<file path="src/rtl/bilinear_grid_upsampler_assert.svh">
// assertion macros shared by the upsampler rtl
// expects signals named clk and arst_n in the including module
`ifndef BILINEAR_GRID_UPSAMPLER_ASSERT_SVH
`define BILINEAR_GRID_UPSAMPLER_ASSERT_SVH

// same-cycle implication, disabled while in reset
`define BGU_ASSERT_IMPL(lbl, ante, cons, msg) \
	lbl: assert property (@(posedge clk) disable iff (!arst_n) (ante) |-> (cons)) \
		else $error(msg);

// next-cycle implication, disabled while in reset
`define BGU_ASSERT_NEXT(lbl, ante, cons, msg) \
	lbl: assert property (@(posedge clk) disable iff (!arst_n) (ante) |=> (cons)) \
		else $error(msg);

`endif

</file>
<file path="src/rtl/bgu_pkg.sv">
// shared constants, types and helper functions of the bilinear grid upsampler
// no dependencies
package bgu_pkg;

	localparam int MAX_COLS    = 4096;
	localparam int MAX_RATE    = 8;
	localparam int COL_W       = $clog2(MAX_COLS);
	localparam int ROW_W       = 12;
	localparam int CFG_COLS_W  = 13;
	localparam int RATE_W      = 4;
	localparam int SUB_W       = (MAX_RATE > 1) ? $clog2(MAX_RATE) : 1;
	localparam int H_W         = 16;
	localparam int UP_W        = 15;
	localparam int DEN_W       = 7;
	localparam int NUM_W       = 26;
	localparam int MAG_W       = 22;
	localparam int RECIP_SHIFT = 22;
	localparam int RECIP_W     = RECIP_SHIFT + 1;
	localparam int DIV_ONE     = 1 << RECIP_SHIFT;
	localparam int CFG_IDX_W   = 2;

	typedef logic [CFG_IDX_W-1:0] cfg_idx_t;
	localparam cfg_idx_t REG_RATE = 2'd0;
	localparam cfg_idx_t REG_COLS = 2'd1;

	// one input sample after the line store read was issued
	typedef struct packed {
		logic                    valid;
		logic signed [H_W-1:0]   h4;
		logic [COL_W-1:0]        col;
		logic [ROW_W-1:0]        row;
	} cell_req_t;

	// one interpolation point handed to the divider
	typedef struct packed {
		logic signed [NUM_W-1:0] num;
		logic [RATE_W-1:0]       rate;
		logic [UP_W-1:0]         row;
		logic [UP_W-1:0]         col;
		logic                    last;
	} sub_item_t;

	function automatic logic [RATE_W-1:0] eff_rate(input logic [RATE_W-1:0] r);
		logic [RATE_W-1:0] v;
		v = r;
		if (r == '0)
			v = RATE_W'(1);
		else if (r > RATE_W'(MAX_RATE))
			v = RATE_W'(MAX_RATE);
		return v;
	endfunction

	function automatic logic [COL_W:0] eff_cols(input logic [CFG_COLS_W-1:0] c);
		logic [COL_W:0] v;
		if (c < CFG_COLS_W'(2))
			v = (COL_W+1)'(2);
		else if (c > CFG_COLS_W'(MAX_COLS))
			v = (COL_W+1)'(MAX_COLS);
		else
			v = (COL_W+1)'(c);
		return v;
	endfunction

	// floor(2^RECIP_SHIFT / (r*r))
	function automatic logic [RECIP_W-1:0] recip_of(input logic [RATE_W-1:0] r);
		logic [RECIP_W-1:0] v;
		unique case (r)
			4'd2:    v = RECIP_W'(DIV_ONE / 4);
			4'd3:    v = RECIP_W'(DIV_ONE / 9);
			4'd4:    v = RECIP_W'(DIV_ONE / 16);
			4'd5:    v = RECIP_W'(DIV_ONE / 25);
			4'd6:    v = RECIP_W'(DIV_ONE / 36);
			4'd7:    v = RECIP_W'(DIV_ONE / 49);
			4'd8:    v = RECIP_W'(DIV_ONE / 64);
			default: v = RECIP_W'(DIV_ONE);
		endcase
		return v;
	endfunction

endpackage

</file>
<file path="src/rtl/bgu_div.sv">
// division of the numerator by rate squared, truncated toward zero, via a
// reciprocal multiply and one correction step; holds the output register; depends on bgu_pkg
module bgu_div import bgu_pkg::*; (
	input  logic                  clk,
	input  logic                  arst_n,
	input  logic                  en,
	input  logic                  sub_valid,
	input  sub_item_t             sub,
	output logic                  out_valid,
	output logic signed [H_W-1:0] up_height,
	output logic [UP_W-1:0]       up_row,
	output logic [UP_W-1:0]       up_col,
	output logic                  last_of_cell
);

	logic                    v_s1, v_s2, out_valid_q;
	logic                    neg_s1, neg_s2;
	logic [MAG_W-1:0]        mag_s1, mag_s2, q_s2;
	logic [RECIP_W-1:0]      recip_s1;
	logic [DEN_W-1:0]        den_s1, den_s2;
	logic [UP_W-1:0]         row_s1, row_s2, col_s1, col_s2;
	logic                    last_s1, last_s2;
	logic signed [H_W-1:0]   height_q;
	logic [UP_W-1:0]         row_q, col_q;
	logic                    last_q;

	logic signed [NUM_W-1:0]  abs_full;
	logic [MAG_W+RECIP_W-1:0] prod;
	logic [MAG_W+DEN_W-1:0]   qd;
	logic [MAG_W:0]           rem;
	logic [MAG_W-1:0]         q_fix;
	logic [MAG_W:0]           q_signed;

	always_comb begin
		abs_full = sub.num[NUM_W-1] ? -sub.num : sub.num;
		prod     = mag_s1 * recip_s1;
		qd       = q_s2 * den_s2;
		rem      = (MAG_W+1)'(mag_s2) - (MAG_W+1)'(qd);
		// estimate is low by at most one
		q_fix    = (rem >= (MAG_W+1)'(den_s2)) ? q_s2 + MAG_W'(1) : q_s2;
		q_signed = neg_s2 ? -(MAG_W+1)'(q_fix) : (MAG_W+1)'(q_fix);
	end

	always_ff @(posedge clk or negedge arst_n) begin
		if (!arst_n) begin
			v_s1        <= 1'b0;
			v_s2        <= 1'b0;
			out_valid_q <= 1'b0;
		end else if (en) begin
			v_s1        <= sub_valid;
			v_s2        <= v_s1;
			out_valid_q <= v_s2;
		end
	end

	always_ff @(posedge clk) begin
		if (en) begin
			neg_s1   <= sub.num[NUM_W-1];
			mag_s1   <= abs_full[MAG_W-1:0];
			recip_s1 <= recip_of(sub.rate);
			den_s1   <= DEN_W'(sub.rate * sub.rate);
			row_s1   <= sub.row;
			col_s1   <= sub.col;
			last_s1  <= sub.last;

			neg_s2   <= neg_s1;
			mag_s2   <= mag_s1;
			q_s2     <= prod[RECIP_SHIFT +: MAG_W];
			den_s2   <= den_s1;
			row_s2   <= row_s1;
			col_s2   <= col_s1;
			last_s2  <= last_s1;

			height_q <= q_signed[H_W-1:0];
			row_q    <= row_s2;
			col_q    <= col_s2;
			last_q   <= last_s2;
		end
	end

	assign out_valid    = out_valid_q;
	assign up_height    = height_q;
	assign up_row       = row_q;
	assign up_col       = col_q;
	assign last_of_cell = last_q;

endmodule

</file>
<file path="config.mk">
export PLATFORM = sky130hd
export DESIGN_NAME = bgu_div
export DESIGN_NICKNAME = d
export VERILOG_FILES = /design/src/rtl/bilinear_grid_upsampler_assert.svh /design/src/rtl/bgu_pkg.sv /design/src/rtl/bgu_div.sv
export SDC_FILE = /design/constraint.sdc
export NUM_CORES = 1
export LEC_CHECK = 0
export ABC_AREA = 1
export BUFFER_PORTS_ARGS = -buffer_cell sky130_fd_sc_hd__buf_4
export CAP_MARGIN = 10
export CORE_MARGIN = 4
export CORE_UTILIZATION = 55
export DETAILED_ROUTE_END_ITERATION = 7
export PLACE_DENSITY = 0.75
export SYNTH_ARGS = -nofsm -noshare
export SYNTH_HDL_FRONTEND = slang
export SYNTH_SLANG_ARGS = --single-unit
</file>
<file path="constraint.sdc">
create_clock -name clk -period 6.6 [get_ports clk]
set_clock_uncertainty 0.1 [all_clocks]
set_input_delay 0.66 -clock clk [delete_from_list [all_inputs] [get_ports clk]]
set_output_delay 0.66 -clock clk [all_outputs]
set_load 0.02 [all_outputs]
</file>
Word-level counts from Yosys, hierarchy flattened
Cells that the tools add are included.

storage, ports and cells
  flip-flop bits (word level) = 217
  bits in latches = 0
  bits in writable memories = 0
  memory bits (read-only) = 0
  output and inout port bits = 48
  logic and storage cells = 40
  memories = 0

operators by class
  add/sub/neg operators = 4
  $mul = 3
  divide/modulo/power cells = 0
  $lt $le $gt $ge = 1
  equality and inequality tests = 7
  shift-type cells = 0
  mux-type cells = 4
  bitwise logic cells = 0
  reductions and logical operators = 0

operators with widths
  kind                   count
  $pmux 23 s7            1
  $mul 22x23->44         1
  $mux 16                2
  $ge 23x7->1            1
  $mul 22x7->23          1
  $sub 22x23->23         1
  $mux 22                1
  $neg 22->22            1
  $add 16x1->16 const B  1
  $eq 4x3->1 const B     4
  $neg 16->16            1
  $eq 4x2->1 const B     2
  $mul 4x4->7            1
  $eq 4x4->1 const B     1

Depth between registers and ports, before layout
  depth in word-level cells = 6
  gate-level depth with buffers = 40

Least setup slack after synthesis
No wires, ideal clock.

  path type = register -> register
  start point = reg mag_s1[13]
  end point = reg q_s2[18], data pin
  arrival = 6.004 ns
  path slack = 0.236 ns
  cell stages (with the launch flop) = 29
  path buffers = 1
  period minus slack after synthesis = 6.364 ns
  cells stage by stage = edfxtp_1 clkbuf_1 nand2_1 fa_1 inv_1 fa_1 inv_1 fa_1 fa_1 fa_1 inv_1 fa_1 inv_1 fa_1 inv_1 ha_1 nand2_1 nor2_1 nand2_1 nor4_1 nand2_1 o211ai_1 nand2_1 nand2_1 a21boi_0 o21bai_1 nand2_1 nand2_1 xor2_1

on the way
  word-level cells in the longest chain between the ends = 1

ends and longest elaborated chain
  what                    RTL line       text
  start, declared         bgu_div.sv:18  logic [MAG_W-1:0] mag_s1, mag_s2, q_s2;
  start signal, assigned  bgu_div.sv:59  mag_s1 <= abs_full[MAG_W-1:0];
  $mul 22x23->44          bgu_div.sv:36  prod = mag_s1 * recip_s1;
  named net prod[40]      bgu_div.sv:28  logic [MAG_W+RECIP_W-1:0] prod;
  end signal, assigned    bgu_div.sv:68  q_s2 <= prod[RECIP_SHIFT +: MAG_W];
  end, declared           bgu_div.sv:18

The timed path passes the listed nets, and every way through them passes these cells.
A chain may end at the register's enable or synchronous reset.

Final worst setup path
  start point = reg mag_s1[3]
  end point = reg q_s2[19], data pin

Same word-level chain as after synthesis.

==> metrics.txt <==
DR pass1 iterations=8; outcome=complete, no violations; GRT overflow=0; YS warnings=0; Worst-Margin Slew=0.857 ns; antenna violations before repair=0; Avg Cell Area, Syn=8.85 sq um; first-pass GRT wire length=around 100000 um; fin. max-slew vios=0; WL/cell=15.6 um; Startpoint Class=flip-flop; Chip Width=between 200 and 250 um; Via-to-Cell Ratio=4.95; TritonCTS Sinks=a little over 200; ratio of cells with drive above 1 in the final layout=15.9%; Worst Path Max Fanout=3; Yosys reg bits=204; most common library cell in the layout ignoring fill and taps=inv_1; Hold Fails Final Rpt=0; Slew headroom=42.9%; max cap viols=0; H-Tree Depth=1; CP endpoint kind=flip-flop; maximum buffer depth of the clock tree=3; Post-synth EDFFs=about 200; DRC=0; number of global-route vias before repair=between 20000 and 25000; Root Driver=clkbuf_16; gr usage total=24.3%; CP Class=reg2reg; Max Freq=153 MHz; top cell type's share of synthesized area=30.5%; row count=between 80 and 90; die area=0.0536 sq mm; antenna-violating nets left=0; worst skew pair latency=0.55 ns; initial core utilization=roughly 56%; Synth area leaders=fa_1 (31%), edfxtp_1 (22%), ha_1 (13%); Min Hold Slack=roughly 0.19 ns; required time worst endpoint=between 6 and 7 ns; Worst EP arrival=between 6 and 7 ns; sequential-to-total area share from yosys stat=22.2%; hold crit path type=in2reg; Syn Inst Count=3103; hold path depth=1; DR iter-0 viols=between 1000 and 1500; port bufs=approximately 110; post-synthesis cell type count=52; CTS Buf Count=23; r2r endpoint=q_s2[19]$_DFFE_PP_; post-synth top area cell=fa_1; Vias=20200; Hold Path Sink=row_s1[14]$_DFFE_PP_; post-synth net total=between 3000 and 4000; Final #Nets=4175; # IOs=approximately 110; Final Setup Violations=0; ys async rst share=1.47%; final setup TNS=0 ns; reg2reg path depth=27; gpl congestion=0.958; area delta synth->final=16.1%; Min-Delay Startpoint=sub[30]; CTS tree=built; post-DP HPWL=53300 um; wirelength, routed=63900 um; largest net degree at the start of global routing=72; CORE AREA=0.0492 sq mm; Tcrit/Tclk final=99.0%; r2r startpoint=mag_s1[3]$_DFFE_PP_; Post-Syn Area=0.0275 sq mm; RSZ-0062 raised after global routing=yes; register-to-register setup slack=0.07 ns; most frequent cells in the layout=inv_1 (911), nand2_1 (678), fa_1 (407), buf_4 (346), ha_1 (272); clk slew on worst S/H paths=0.06 ns; most common flop cell mapped by yosys=edfxtp_1; height of the die=roughly 230 um; crit path time final=6.53 ns
==> worst max-delay path by stage <==
stage                     slack (ns)  cells past startpoint                    from            endpoint
final                           0.07                     27     mag_s1[3]$_DFFE_PP_  q_s2[19]$_DFFE_PP_
after global routing           -0.22                     28     mag_s1[7]$_DFFE_PP_  q_s2[18]$_DFFE_PP_
after CTS                      -0.02                     31  recip_s1[10]$_DFFE_PP_  q_s2[18]$_DFFE_PP_
after detailed placement       -0.21                     25     mag_s1[4]$_DFFE_PP_  q_s2[21]$_DFFE_PP_
after global placement         -0.17                     25     mag_s1[4]$_DFFE_PP_  q_s2[21]$_DFFE_PP_
after floorplan                 0.24                     28    mag_s1[13]$_DFFE_PP_  q_s2[18]$_DFFE_PP_
==> state kept, by name, summed over array words and instances, names as in the netlist, 12 cells and up <==
name and flops:
q_s2 22, up_row 15, mag_s2 22, row_s1 15
col_s1 15, row_s2 15, col_s2 15, mag_s1 22
up_height 16, up_col 15, recip_s1 12
==> Yosys cell counts (all sizes together) (2+ instances only) <==
| cell | instances |
|---|---|
| a21boi | 2 |
| a21o | 5 |
| a21oi | 73 |
| a31oi | 5 |
| buf | 10 |
| clkbuf | 68 |
| dfrtp | 3 |
| edfxtp | 201 |
| fa | 419 |
| ha | 283 |
| inv | 926 |
| nand2 | 726 |
| nand3 | 62 |
| nand3b | 9 |
| nand4 | 20 |
| nor2 | 114 |
| nor3 | 17 |
| nor4 | 7 |
| o2111ai | 2 |
| o211ai | 2 |
| o21a | 6 |
| o21ai | 39 |
| o21bai | 9 |
| xnor2 | 26 |
| xor2 | 57 |
==> cell type report <==
cell class	instances	area (sq um)
antenna	1	2.50
inverter	927	3480
clock inverter	17	131
clock buffer	25	583
multi-input combinational	1894	18000
timing repair buffer	358	2790
tap	664	831
fill	3902	17300
sequential	204	6110
==> critical path, cell delays in order (launching register included) <==
cell and delay [ns]:
edfxtp_1 0.46, buf_4 0.18, nand2_4 0.07, fa_1 0.44, fa_1 0.59, inv_2 0.05, fa_1 0.53, inv_1 0.05
fa_1 0.49, inv_2 0.05, ha_4 0.25, inv_2 0.03, fa_1 0.50, fa_1 0.58, inv_2 0.05, ha_4 0.25
a21oi_2 0.12, o21a_1 0.13, a21boi_2 0.14, nand2_1 0.09, a21o_1 0.22, nand2_1 0.10, nand2_2 0.10, a21oi_4 0.22
o21bai_4 0.10, nand4_1 0.11, o2111ai_2 0.11, xor2_1 0.18
==> cell families after synthesis <==
kind of cell               Yosys count  share of synthesized area, %
other                                1                        0.0137
buffers and inverters             1005                          13.8
and+or+nand+nor                    959                          14.7
xor gates and xnor gates            83                          2.67
DFF                                204                          22.2
muxes                                1                        0.0410
adders and majority gates          702                          43.4
AOI/OAI and AO/OA                  148                          3.09
==> metal layers <==
layer	share of wire (%)	GRT usage, %	wire length (um)
met5	0	0	0
met4	3.0	6.45	1930
met3	6.9	4.29	4390
met2	48	40.9	30700
met1	42	32.8	26900
==> metrics by stage <==
stage / instance area, sq um / util (%) / std cells / setup slack (ns)
floorplan: 27500 / - / 3103 / 0.236
global placement: 30400 / 61.9 / 4005 / -0.172
detailed placement: 30400 / 61.9 / 4005 / -0.207
CTS: 31400 / 63.8 / 4055 / -0.0194
global route: 31900 / 64.9 / 4089 / -0.224
finish: 31900 / 64.9 / 4090 / 0.0668
==> what timing repair did <==
action                                 4_1_cts  5_1_grt
endpoints found under the hold margin        3        0
resized for setup                           29       81
hold buffers                                 1        0
setup buffers                                6       36
cloned                                       1        0
pin swaps                                    4       51
setup endpoints to repair                    8       30
Power is left out: the tool's default activity adds up to more than one toggle a clock period on the data nets, which glitch-free logic cannot reach.
