<file path="config.mk">
export PLATFORM = sky130hd
export DESIGN_NAME = bgu_cell_seq
export DESIGN_NICKNAME = d
export VERILOG_FILES = /design/src/rtl/bgu_pkg.sv /design/src/rtl/bgu_cell_seq.sv
export VERILOG_INCLUDE_DIRS = /design/src /design/src/rtl
export SDC_FILE = /design/constraint.sdc
export NUM_CORES = 1
export LEC_CHECK = 0
export ABC_AREA = 1
export BUFFER_PORTS_ARGS = -buffer_cell sky130_fd_sc_hd__buf_2
export CAP_MARGIN = 0
export CORE_MARGIN = 8
export CORE_UTILIZATION = 40
export CTS_CLUSTER_DIAMETER = 80
export DETAILED_ROUTE_END_ITERATION = 12
export SLEW_MARGIN = 20
export SYNTH_ARGS = -nofsm -noshare
export SYNTH_HDL_FRONTEND = slang
export SYNTH_SLANG_ARGS = --single-unit
</file>
<file path="constraint.sdc">
create_clock -name clk -period 6.25 [get_ports clk]
set_input_delay 1.25 -clock clk [delete_from_list [all_inputs] [get_ports clk]]
set_output_delay 1.25 -clock clk [all_outputs]
set_load 0.005 [all_outputs]
</file>
<file path="src/rtl/bilinear_grid_upsampler_assert.svh">
// assertion macros shared by the upsampler rtl
// expects signals named clk and arst_n in the including module
`ifndef BILINEAR_GRID_UPSAMPLER_ASSERT_SVH
`define BILINEAR_GRID_UPSAMPLER_ASSERT_SVH

// same-cycle implication, disabled while in reset
`define BGU_ASSERT_IMPL(lbl, ante, cons, msg) \
	lbl: assert property (@(posedge clk) disable iff (!arst_n) (ante) |-> (cons)) \
		else $error(msg);

// next-cycle implication, disabled while in reset
`define BGU_ASSERT_NEXT(lbl, ante, cons, msg) \
	lbl: assert property (@(posedge clk) disable iff (!arst_n) (ante) |=> (cons)) \
		else $error(msg);

`endif

</file>
<file path="src/rtl/bgu_pkg.sv">
// shared constants, types and helper functions of the bilinear grid upsampler
// no dependencies
package bgu_pkg;

	localparam int MAX_COLS    = 4096;
	localparam int MAX_RATE    = 8;
	localparam int COL_W       = $clog2(MAX_COLS);
	localparam int ROW_W       = 12;
	localparam int CFG_COLS_W  = 13;
	localparam int RATE_W      = 4;
	localparam int SUB_W       = (MAX_RATE > 1) ? $clog2(MAX_RATE) : 1;
	localparam int H_W         = 16;
	localparam int UP_W        = 15;
	localparam int DEN_W       = 7;
	localparam int NUM_W       = 26;
	localparam int MAG_W       = 22;
	localparam int RECIP_SHIFT = 22;
	localparam int RECIP_W     = RECIP_SHIFT + 1;
	localparam int DIV_ONE     = 1 << RECIP_SHIFT;
	localparam int CFG_IDX_W   = 2;

	typedef logic [CFG_IDX_W-1:0] cfg_idx_t;
	localparam cfg_idx_t REG_RATE = 2'd0;
	localparam cfg_idx_t REG_COLS = 2'd1;

	// one input sample after the line store read was issued
	typedef struct packed {
		logic                    valid;
		logic signed [H_W-1:0]   h4;
		logic [COL_W-1:0]        col;
		logic [ROW_W-1:0]        row;
	} cell_req_t;

	// one interpolation point handed to the divider
	typedef struct packed {
		logic signed [NUM_W-1:0] num;
		logic [RATE_W-1:0]       rate;
		logic [UP_W-1:0]         row;
		logic [UP_W-1:0]         col;
		logic                    last;
	} sub_item_t;

	function automatic logic [RATE_W-1:0] eff_rate(input logic [RATE_W-1:0] r);
		logic [RATE_W-1:0] v;
		v = r;
		if (r == '0)
			v = RATE_W'(1);
		else if (r > RATE_W'(MAX_RATE))
			v = RATE_W'(MAX_RATE);
		return v;
	endfunction

	function automatic logic [COL_W:0] eff_cols(input logic [CFG_COLS_W-1:0] c);
		logic [COL_W:0] v;
		if (c < CFG_COLS_W'(2))
			v = (COL_W+1)'(2);
		else if (c > CFG_COLS_W'(MAX_COLS))
			v = (COL_W+1)'(MAX_COLS);
		else
			v = (COL_W+1)'(c);
		return v;
	endfunction

	// floor(2^RECIP_SHIFT / (r*r))
	function automatic logic [RECIP_W-1:0] recip_of(input logic [RATE_W-1:0] r);
		logic [RECIP_W-1:0] v;
		unique case (r)
			4'd2:    v = RECIP_W'(DIV_ONE / 4);
			4'd3:    v = RECIP_W'(DIV_ONE / 9);
			4'd4:    v = RECIP_W'(DIV_ONE / 16);
			4'd5:    v = RECIP_W'(DIV_ONE / 25);
			4'd6:    v = RECIP_W'(DIV_ONE / 36);
			4'd7:    v = RECIP_W'(DIV_ONE / 49);
			4'd8:    v = RECIP_W'(DIV_ONE / 64);
			default: v = RECIP_W'(DIV_ONE);
		endcase
		return v;
	endfunction

endpackage

</file>
<file path="src/rtl/bgu_cell_seq.sv">
// cell setup and sub-point sequencer: builds the bilinear coefficients of a cell
// and steps the numerator incrementally; depends on bgu_pkg and the assert header
`include "bilinear_grid_upsampler_assert.svh"

module bgu_cell_seq import bgu_pkg::*; (
	input  logic                  clk,
	input  logic                  arst_n,
	input  cell_req_t             req,
	input  logic signed [H_W-1:0] up_height,
	input  logic [RATE_W-1:0]     rate,
	input  logic                  en,
	output logic                  busy,
	output logic                  sub_valid,
	output sub_item_t             sub
);

	logic signed [H_W-1:0]       ul_q, left_q;
	logic                        busy_q;
	logic signed [NUM_W-1:0]     t_row_q, step_q, num_q, c_q, d_q;
	logic [SUB_W-1:0]            bi_q, bj_q;
	logic [RATE_W-1:0]           rate_q;
	logic [UP_W-1:0]             base_r_q, base_c_q;

	logic signed [H_W:0]         a10, a01;
	logic signed [H_W+1:0]       a11;
	logic [DEN_W-1:0]            den;
	logic signed [H_W+DEN_W:0]   a_full;
	logic signed [H_W+RATE_W+1:0] b_full, c_full;
	logic [RATE_W+ROW_W-1:0]     br_full;
	logic [RATE_W+COL_W-1:0]     bc_full;
	logic                        emit;
	logic [SUB_W-1:0]            last_sub;
	logic                        sub_last;

	always_comb begin
		a10     = (H_W+1)'(up_height) - (H_W+1)'(ul_q);
		a01     = (H_W+1)'(left_q) - (H_W+1)'(ul_q);
		a11     = (H_W+2)'(ul_q) - (H_W+2)'(up_height) - (H_W+2)'(left_q)
		        + (H_W+2)'(req.h4);
		den     = DEN_W'(rate * rate);
		a_full  = ul_q * $signed({1'b0, den});
		b_full  = a10 * $signed({1'b0, rate});
		c_full  = a01 * $signed({1'b0, rate});
		br_full = rate * (req.row - ROW_W'(1));
		bc_full = rate * (req.col - COL_W'(1));
		emit    = (req.row != '0) && (req.col != '0);
	end

	assign last_sub = SUB_W'(rate_q - RATE_W'(1));
	assign sub_last = (bi_q == last_sub) && (bj_q == last_sub);

	always_ff @(posedge clk or negedge arst_n) begin
		if (!arst_n) begin
			ul_q   <= '0;
			left_q <= '0;
			busy_q <= 1'b0;
		end else begin
			if (req.valid) begin
				ul_q   <= up_height;
				left_q <= req.h4;
				busy_q <= emit;
			end else if (busy_q && en && sub_last) begin
				busy_q <= 1'b0;
			end
		end
	end

	always_ff @(posedge clk) begin
		if (req.valid) begin
			t_row_q  <= NUM_W'(a_full);
			num_q    <= NUM_W'(a_full);
			step_q   <= NUM_W'(b_full);
			c_q      <= NUM_W'(c_full);
			d_q      <= NUM_W'(a11);
			bi_q     <= '0;
			bj_q     <= '0;
			rate_q   <= rate;
			base_r_q <= br_full[UP_W-1:0];
			base_c_q <= UP_W'(bc_full);
		end else if (busy_q && en) begin
			// row-major walk: along a row add the row slope, at row end move down
			if (bj_q == last_sub) begin
				bj_q    <= '0;
				bi_q    <= bi_q + SUB_W'(1);
				t_row_q <= t_row_q + c_q;
				num_q   <= t_row_q + c_q;
				step_q  <= step_q + d_q;
			end else begin
				bj_q  <= bj_q + SUB_W'(1);
				num_q <= num_q + step_q;
			end
		end
	end

	assign busy      = busy_q;
	assign sub_valid = busy_q;
	assign sub.num   = num_q;
	assign sub.rate  = rate_q;
	assign sub.row   = base_r_q + UP_W'(bi_q);
	assign sub.col   = base_c_q + UP_W'(bj_q);
	assign sub.last  = sub_last;

	`BGU_ASSERT_IMPL(a_load_idle, req.valid, !busy_q, "cell request while sequence busy")
	`BGU_ASSERT_IMPL(a_sub_range, busy_q, (bi_q <= last_sub) && (bj_q <= last_sub), "sub-index beyond rate")
	`BGU_ASSERT_NEXT(a_last_ends, busy_q && en && sub_last, !busy_q, "sequence runs past last point")

endmodule

</file>
Word-level counts from Yosys, hierarchy flattened
Index checks and enable logic that the tools add are counted.
W data, S select, Z words.
{"block": "totals", "ff_bits": 191, "inputBits": 64, "out_inout_bits": 63}
{"block": "op_classes", "addsub": 15, "mul": 6, "n_eq_ne": 2, "n_mux": 12, "n_reduce_logical": 11}
{"operator": "$mux W26", "n": 9}
{"operator": "$sub A16 B16 Y17", "n": 3}
{"operator": "$mul A17 B5 Y22", "n": 2}
{"operator": "$mul A4 B16 Y15", "n": 2}
{"operator": "$add A15 B3 Y15", "n": 2}
{"operator": "$add A26 B18 Y26", "n": 1}
{"operator": "$add A26 B22 Y26", "n": 1}
{"operator": "$add A26 B26 Y26", "n": 1}
{"operator": "$sub A12 B1 Y13 const B", "n": 2}
{"operator": "$mul A16 B8 Y24", "n": 1}
{"operator": "$reduce_bool A12 Y1", "n": 2}
{"operator": "$add A18 B16 Y18", "n": 1}
{"operator": "$sub A17 B16 Y18", "n": 1}
{"operator": "$mul A4 B4 Y7", "n": 1}
{"operator": "$add A3 B1 Y3 const B", "n": 2}
{"operator": "$eq A3 B3 Y1", "n": 2}
{"operator": "$reduce_bool A2 Y1", "n": 3}
{"operator": "$logic_and A1 B1 Y1", "n": 4}
{"operator": "$reduce_and A2 Y1", "n": 2}
{"operator": "$mux W3", "n": 1}
{"operator": "$sub A3 B1 Y3 const B", "n": 1}
{"operator": "$mux W1", "n": 2}

Depth between registers and ports, before layout
Gate-level depths: netlist of the first run.
{"block": "logic_depth", "depth_word": 6, "depth_mapped": 30}

Worst setup path before layout of the first run
Ideal clock, no wire load.
{"block": "synth_path", "path_kind": "input-to-reg", "from": "input port rate[0]", "to": "register t_row_q[16] (data pin)", "arrival_ps": 6367, "required_time_ps": 5981, "slack_ps": -386, "cell_stages": 24, "n_path_buf": 3, "cell_sequence": "buf_2 > inv_1 > clkbuf_1 > nor2_1 > inv_1 > fa_1 > xnor2_1 > inv_1 > clkbuf_1 > nor2_1 > fa_1 > fa_1 > fa_1 > inv_1 > fa_1 > inv_1 > ha_1 > a21o_1 > a21boi_0 > nand3_1 > nand2_1 > nand2_1 > o21ai_0 > o21ai_0"}
{"block": "synth_via", "elab_chain_cells": 3}
{"item": "start, declared", "line": "bgu_cell_seq.sv:10", "source": "input logic [RATE_W-1:0] rate,"}
{"item": "$mul A4 B4 Y7", "line": "bgu_cell_seq.sv:40", "source": "den = DEN_W'(rate * rate);"}
{"item": "$mul A16 B8 Y24", "line": "bgu_cell_seq.sv:41", "source": "a_full = ul_q * $signed({1'b0, den});"}
{"item": "$mux W26", "line": "bgu_cell_seq.sv:69", "source": "if (req.valid) begin"}
{"item": "end signal, assigned", "line": "bgu_cell_seq.sv:70", "source": "t_row_q <= NUM_W'(a_full);"}
{"item": "end signal, assigned", "line": "bgu_cell_seq.sv:85", "source": "t_row_q <= t_row_q + c_q;"}
{"item": "end, declared", "line": "bgu_cell_seq.sv:19", "source": "logic signed [NUM_W-1:0] t_row_q, step_q, num_q, c_q, d_q;"}
Every way passes these cells.
A chain may end at the register's enable or synchronous reset.

Worst setup path after layout of the first run
{"block": "layout_path", "from": "input port rate[0]", "to": "register num_q[25] (data pin)"}
{"block": "layout_via", "elab_chain_cells": 3}
{"item": "$mul A4 B4 Y7", "line": "bgu_cell_seq.sv:40"}
{"item": "$mul A16 B8 Y24", "line": "bgu_cell_seq.sv:41"}
{"item": "$mux W26", "line": "bgu_cell_seq.sv:69"}
{"item": "end signal, assigned", "line": "bgu_cell_seq.sv:71", "source": "num_q <= NUM_W'(a_full);"}
{"item": "end signal, assigned", "line": "bgu_cell_seq.sv:86", "source": "num_q <= t_row_q + c_q;"}
{"item": "end signal, assigned", "line": "bgu_cell_seq.sv:90", "source": "num_q <= num_q + step_q;"}
{"item": "end, declared", "line": "bgu_cell_seq.sv:19"}
Every way passes these cells.

==> flow_summary.toml, run 1 <==
[sta]
slew-limit-headroom_pct = 34.5
skew_ns = 0.0191
fmax_mhz = 169
tightest_slew_ns = 0.982
layout_min_cycle_time_ns = 5.92
whs_ns = 0.535
rsz0062_at_grt = "true"
drv_slew = 0
finalSetupViolCount = 0
finalCritPeriodShare_pct = 94.7
hold_violations = 0

[grt]
grt_first_pass_wirelength_mm = 135
antenna_found_initial = 3
track_usage_pct = 21.9
grt_max_degree = 108
gr-total-overflow = 0
grt_pass1_vias = 24400

[floorplanning]
dieHeight_um = 280
die_x_um = 280
initial_core_util_pct = 40.5
core_um2 = 68700
rows = 96
die-area_um2 = 78200
num_io_pins = 127

[routing]
drt-pass1-iter-count = 5
wire_per_inst_um = 17.4
dr.first_iter.drc_count = 1878
viasPerCell = 5.07
num_vias = 24900
drc_errors = 0
ant_nets = 0
routed_wl_mm = 85.4

[clock_tree]
cts_sinks = 191
clkLatencyLatePin_ns = 0.51
htreeDepth = 4
clk_pin_slew_ns = 0.08
clock_tree.buffer_depth = 2
ctsRootBufferMaster = "clkbuf_16"
cts_tree = "yes"
numCtsBuffers = 17

[cells_and_area]
fin_nets = 4583
finalInstanceArea_um2 = 31300
drive_gt1_share_pct = 9.69
area_delta_synth_final_pct = 12.5
insertedDiodeCount = 0
nFillCells = 7104

[worst_setup_path]
start_kind = "input port"
path_class = "in2reg"
path_max_fanout = 13
crit_required_ns = 6.51
cp_data_arrival_time_ns = 6.17
critPathCaptureType = "flip-flop"

[outcome]
status = "finished, final reports clean"

[synth]
ys_seq_area_share_pct = 19.8
synth.avg_cell_area_um2 = 7.41
netlist_instances = 3755
synthFlopType = "edfxtp_1"
synth.distinct_cells = 59
synth_edf_count = 152
ys_warn_count = 0
synth_seq_cells = 191
synthesis.nets = 4359
synthesis.area_um2 = 27800
ys_async_sr_fraction_pct = 17.3

[pwr]
leakagePower_nw = 16.2
max-vdd-ir-drop_mv = 0.284
p_per_area_nw_per_um2 = 510

[place]
dpl.hpwl_mm = 72.3
place.gp.congestion = 0.932
placement.io_buffers = 126
placed_area_um2 = 30600

[job]
drv_cap = 0

[hold_path]
hold_path_class = "reg2reg"
==> cells in the mapped netlist, types with 6 or more instances <==
cell      count  area share [%]
o21ai_1      17            0.31
buf_2         7            0.13
nand2_2       6            0.13
or2_1         8            0.18
nand4_1      50             1.1
dfrtp_1      33             3.0
a21o_1       23            0.62
o31ai_1       8            0.22
xor2_1      101             3.2
nand2_1     797              11
nand3_2       6            0.22
dfxtp_1       6            0.43
xnor2_1      54             1.7
nor4_1        7            0.16
clkbuf_1     41            0.55
nor2_2        7            0.16
fa_1        224              16
nor3_1       33            0.59
nand3b_1     12            0.32
or2_2        13            0.29
o211ai_1      6            0.16
edfxtp_1    152              16
ha_1        316              14
buf_1        11            0.15
inv_1       656             8.9
nor2_1      398             5.4
o21ai_2       6            0.19
nand3_1     193             3.5
a31oi_1      10            0.22
a21oi_1     269             4.8
a21boi_0      6            0.16
o21ai_0     205             3.7
o21bai_1     22            0.59
==> per-layer routing <==
| layer | GRT usage [%] | up-vias | routed length (um) |
|---|---|---|---|
| met3 | 2.75 | 80 | 4590 |
| met4 | 5.45 | 0 | 1770 |
| met2 | 37.0 | 594 | 39900 |
| li1 | - | 12600 | - |
| met1 | 29.4 | 11700 | 39200 |
| met5 | 0 | - | 0 |
==> report_power, final <==
group	switching (mW)	internal (mW)	total (mW)	leakage, nW
clock network	0.579	0.605	1.18	0.299
logic	7.58	4.47	12.0	14.0
registers	0.508	2.21	2.72	1.96
==> placed cells by master, fill, tap and decap left out, types with 7 or more instances in the layout <==
master / instances
nor2_1: 394
xor2_1: 101
nor3_1: 32
a21oi_2: 8
or2_1: 8
o31ai_1: 8
nand2_2: 8
buf_4: 136
inv_1: 653
buf_2: 125
a31oi_1: 10
o21ai_1: 22
nand3b_1: 12
or2_2: 13
nand3_2: 7
o21ai_2: 7
a21o_1: 23
clkbuf_16: 17
o21bai_1: 22
edfxtp_1: 152
nand4_1: 50
nand3_1: 192
o21ai_0: 199
nand2_1: 795
fa_1: 223
nor2_2: 11
xnor2_1: 52
a21oi_1: 264
dfrtp_1: 33
ha_1: 310
==> metrics by stage <==
step	utilization, %	TNS (ns)	worst slack [ns]	power, mW	std cells
after global placement	44.5	-3.83	-0.205	14.6	4888
after global routing	45.5	0	0.00350	17.6	4923
after floorplan	-	0	0.00363	10.6	3755
final	45.5	0	0.334	16.0	4923
after CTS	45.4	0	0.326	15.9	4920
after detailed placement	44.5	-5.44	-0.231	14.6	4888
==> cell type report <==
| type | count | area (um^2) | area share [%] |
|---|---|---|---|
| Inverter | 661 | 2480 | 7.94 |
| Tap cell | 931 | 1160 | 3.72 |
| Sequential cell | 191 | 5510 | 17.6 |
| Clock buffer | 18 | 429 | 1.37 |
| Multi-Input combinational cell | 2839 | 19700 | 63.1 |
| Clock inverter | 14 | 173 | 0.552 |
| Timing Repair Buffer | 269 | 1790 | 5.73 |
==> cell families (layout without fill, tap and decap cells) <==
logic type,after synthesis,after routing,synth area share [%]
xor+xnor,156,156,4.94
compound gates,593,593,11.6
flops,191,191,19.8
simple gates,1550,1550,23.4
buf+inv,725,962,9.87
fa+ha+maj,540,540,30.3
==> final timing paths <==
check | startpoint | to | slack, ns | cells past startpoint
worst max-delay path | rate[0] | num_q[25] | 0.33 | 25
worst min-delay path | bj_q[2] | bj_q[2] | 0.53 | 2
worst max register to register | ul_q[0] | c_q[21] | 0.67 | 25
worst min register to register | bj_q[2] | bj_q[2] | 0.53 | 2
max in group asynchronous | arst_n | ul_q[6] | 4.74 | 1
min in group asynchronous | arst_n | left_q[10] | 0.90 | 1
==> critical path: stages <==
cell	delay (ns)
buf_2	0.15
clkinv_1	0.11
nor2_2	0.15
inv_1	0.06
fa_2	0.39
xnor2_4	0.22
inv_4	0.12
nor2_2	0.12
fa_1	0.45
fa_1	0.52
fa_1	0.54
inv_1	0.05
fa_1	0.53
inv_1	0.06
ha_4	0.28
nand2_2	0.08
inv_1	0.08
nand3_1	0.10
nor3_2	0.25
nand4_1	0.13
nand3_2	0.11
a21oi_1	0.08
o21ai_2	0.11
buf_6	0.15
nand2_1	0.05
==> timing repair <==
action | in CTS | in global routing
endpoints found under the hold margin | 0 | 0
hold buffers | 0 | 0
buffers inserted | 0 | 1
resized for setup | 0 | 13
endpoints found under the setup margin | 0 | 11
==> state kept, by name (all words and copies together) (netlist names) <==
signal / cells
bj_q: 3
left_q: 16
base_c_q: 15
num_q: 26
busy: 1
step_q: 26
rate_q: 4
d_q: 18
c_q: 22
t_row_q: 26
base_r_q: 15
ul_q: 16
bi_q: 3
Note: power is estimated with default switching activity, not from simulation.
==> inputs of run 2 (changes only) <==
==> constraint.sdc (replaced) <==
create_clock -name clk -period 5.7 [get_ports clk]
set_input_delay 1.14 -clock clk [delete_from_list [all_inputs] [get_ports clk]]
set_output_delay 1.14 -clock clk [all_outputs]
set_load 0.005 [all_outputs]
==> run 2 against run 1 <==
- design area rose by 7.4%
- setup slack got worse by 0.21 ns
- flip-flop and latch count unchanged
- largest power group unchanged
==> flow_summary.toml, run 2 (same netlist as run 1, synthesis figures left out) <==
[sta]
fmax_mhz = 179
tightest_slew_ns = 0.933
layout_min_cycle_time_ns = 5.57
skew_ns = 0.0223
rsz0062_at_grt = "true"
hold_violations = 0
finalSetupViolCount = 0
drv_slew = 0
whs_ns = 0.526
finalCritPeriodShare_pct = 97.8
slew-limit-headroom_pct = 37.8

[worst_setup_path]
critPathCaptureType = "flip-flop"
path_max_fanout = 5
r2r_start = "ul_q[0]"
crit_path_top_delay_cell = "fa_1"
cp_common_cell = "inv_1"
crit_path_start = "rate[2]"
max_stage_delay_ns = 0.53
start_kind = "input port"
cp_data_arrival_time_ns = 5.82
path_class = "in2reg"
crit_required_ns = 5.95

[routing]
dr.first_iter.drc_count = 1905
routed_wl_mm = 92.8
drt-pass1-iter-count = 5
viasPerCell = 5.13
ant_nets = 0
num_vias = 26100
wire_per_inst_um = 18.2
drc_errors = 0

[cells_and_area]
final_common_cell = "nand2_1"
multi_input_area_um2 = 20700
utilization_pct = 48.9
insertedDiodeCount = 0
drive_gt1_share_pct = 17.2
top_regs = "num_q x26, step_q x26, t_row_q x26"
fin_nets = 4757
seqCellArea_um2 = 5510
area_delta_synth_final_pct = 20.8
final_cell_mix = "nand2_1, inv_1, nor2_1"
nFillCells = 6927

[grt]
grt_max_degree = 79
gr-total-overflow = 0
grt_first_pass_wirelength_mm = 145
grt_pass1_vias = 26100
antenna_found_initial = 0
track_usage_pct = 23.6

[clock_tree]
cts_sinks = 191
clock_tree.buffer_depth = 2
clk_pin_slew_ns = 0.08
numCtsBuffers = 17
htreeDepth = 4
cts_tree = "yes"
ctsRootBufferMaster = "clkbuf_16"
clkLatencyLatePin_ns = 0.51

[floorplanning]
dieHeight_um = 280
die_x_um = 280
core_um2 = 68700
num_io_pins = 127
initial_core_util_pct = 40.5
die-area_um2 = 78200
rows = 96

[place]
placement.io_buffers = 126
place.gp.congestion = 0.987
dpl.hpwl_mm = 77.9

[outcome]
status = "finished, final reports clean"

[hold_path]
min_from = "bj_q[2]"
hold_path_class = "reg2reg"

[pwr]
max-vdd-ir-drop_mv = 0.306
p_per_area_nw_per_um2 = 583
leakagePower_nw = 17.3

[job]
drv_cap = 0
run 2: changes by cell type in the layout (fill, tap and decap cells not counted), sizes merged:
cell / before / now
buf: 268 / 442
inv: 668 / 669
xnor2: 55 / 56
bufinv: 2 / 1
bufbuf: 1 / 0
clkinvlp: 0 / 1
clkinv: 5 / 4
run 2: path summary, 6_finish.rpt:
| check | cells after the start | to | slack (ns) |
|---|---|---|---|
| setup / recovery | 29 | num_q[19] | 0.13 |
| hold / removal | 2 | bj_q[2] | 0.53 |
| setup reg to reg | 28 | c_q[21] | 0.34 |
| hold reg to reg | 2 | bj_q[2] | 0.53 |
| max in group asynchronous | 1 | ul_q[6] | 4.30 |
| min in group asynchronous | 1 | left_q[13] | 0.76 |
run 2: metal layers:
metal  global-route usage [%]  routed length [um]  vias to the layer above
met3                     3.32                5110                      132
met4                     7.41                2850                        0
met1                     31.4               41900                    12400
li1                         -                   -                    12900
met5                        0                   0                        -
met2                     39.5               42900                      689
run 2: what timing repair did:
item,in CTS,in global routing
setup buffers,0,16
pin swaps,4,90
cloned,0,1
resized for setup,12,135
setup endpoints to repair,30,49
hold buffers,0,0
run 2: worst max-delay path, delay by kind of cell:
kind	cells	cell delay, ns
buffers and inverters	9	0.82
and+or+nand+nor	9	0.68
AOI/OAI and AO/OA	4	0.71
adders and majority gates	6	2.30
xor gates and xnor gates	1	0.14
run 2: report_power, final:
part           internal (mW)  switching [mW]  leakage [nW]
combinational           6.03            9.24          15.0
sequential              2.43           0.559          1.96
clock                  0.637           0.681         0.296
total                   9.09            10.5          17.3
run 2: layout make-up:
class | count | share of cell area [%]
timing repair buffer | 442 | 9.27
clock buffer | 18 | 1.28
clock inverter | 14 | 0.559
multi-input combinational | 2840 | 61.6
inverter | 661 | 7.39
tap | 931 | 3.47
sequential | 191 | 16.4
run 2: per-stage QoR:
stage               cells  setup slack [ns]  TNS, ns  instance area (um^2)  power, mW
floorplan            3755            -0.202    -3.60                 28500       12.0
global placement     5049            -0.611   -25.01                 32200       17.5
detailed placement   5049            -0.670   -27.39                 32200       17.5
CTS                  5081           0.00424        0                 32900       19.0
global route         5097           -0.0386   -0.344                 33600       21.4
finish               5097             0.128        0                 33600       19.6
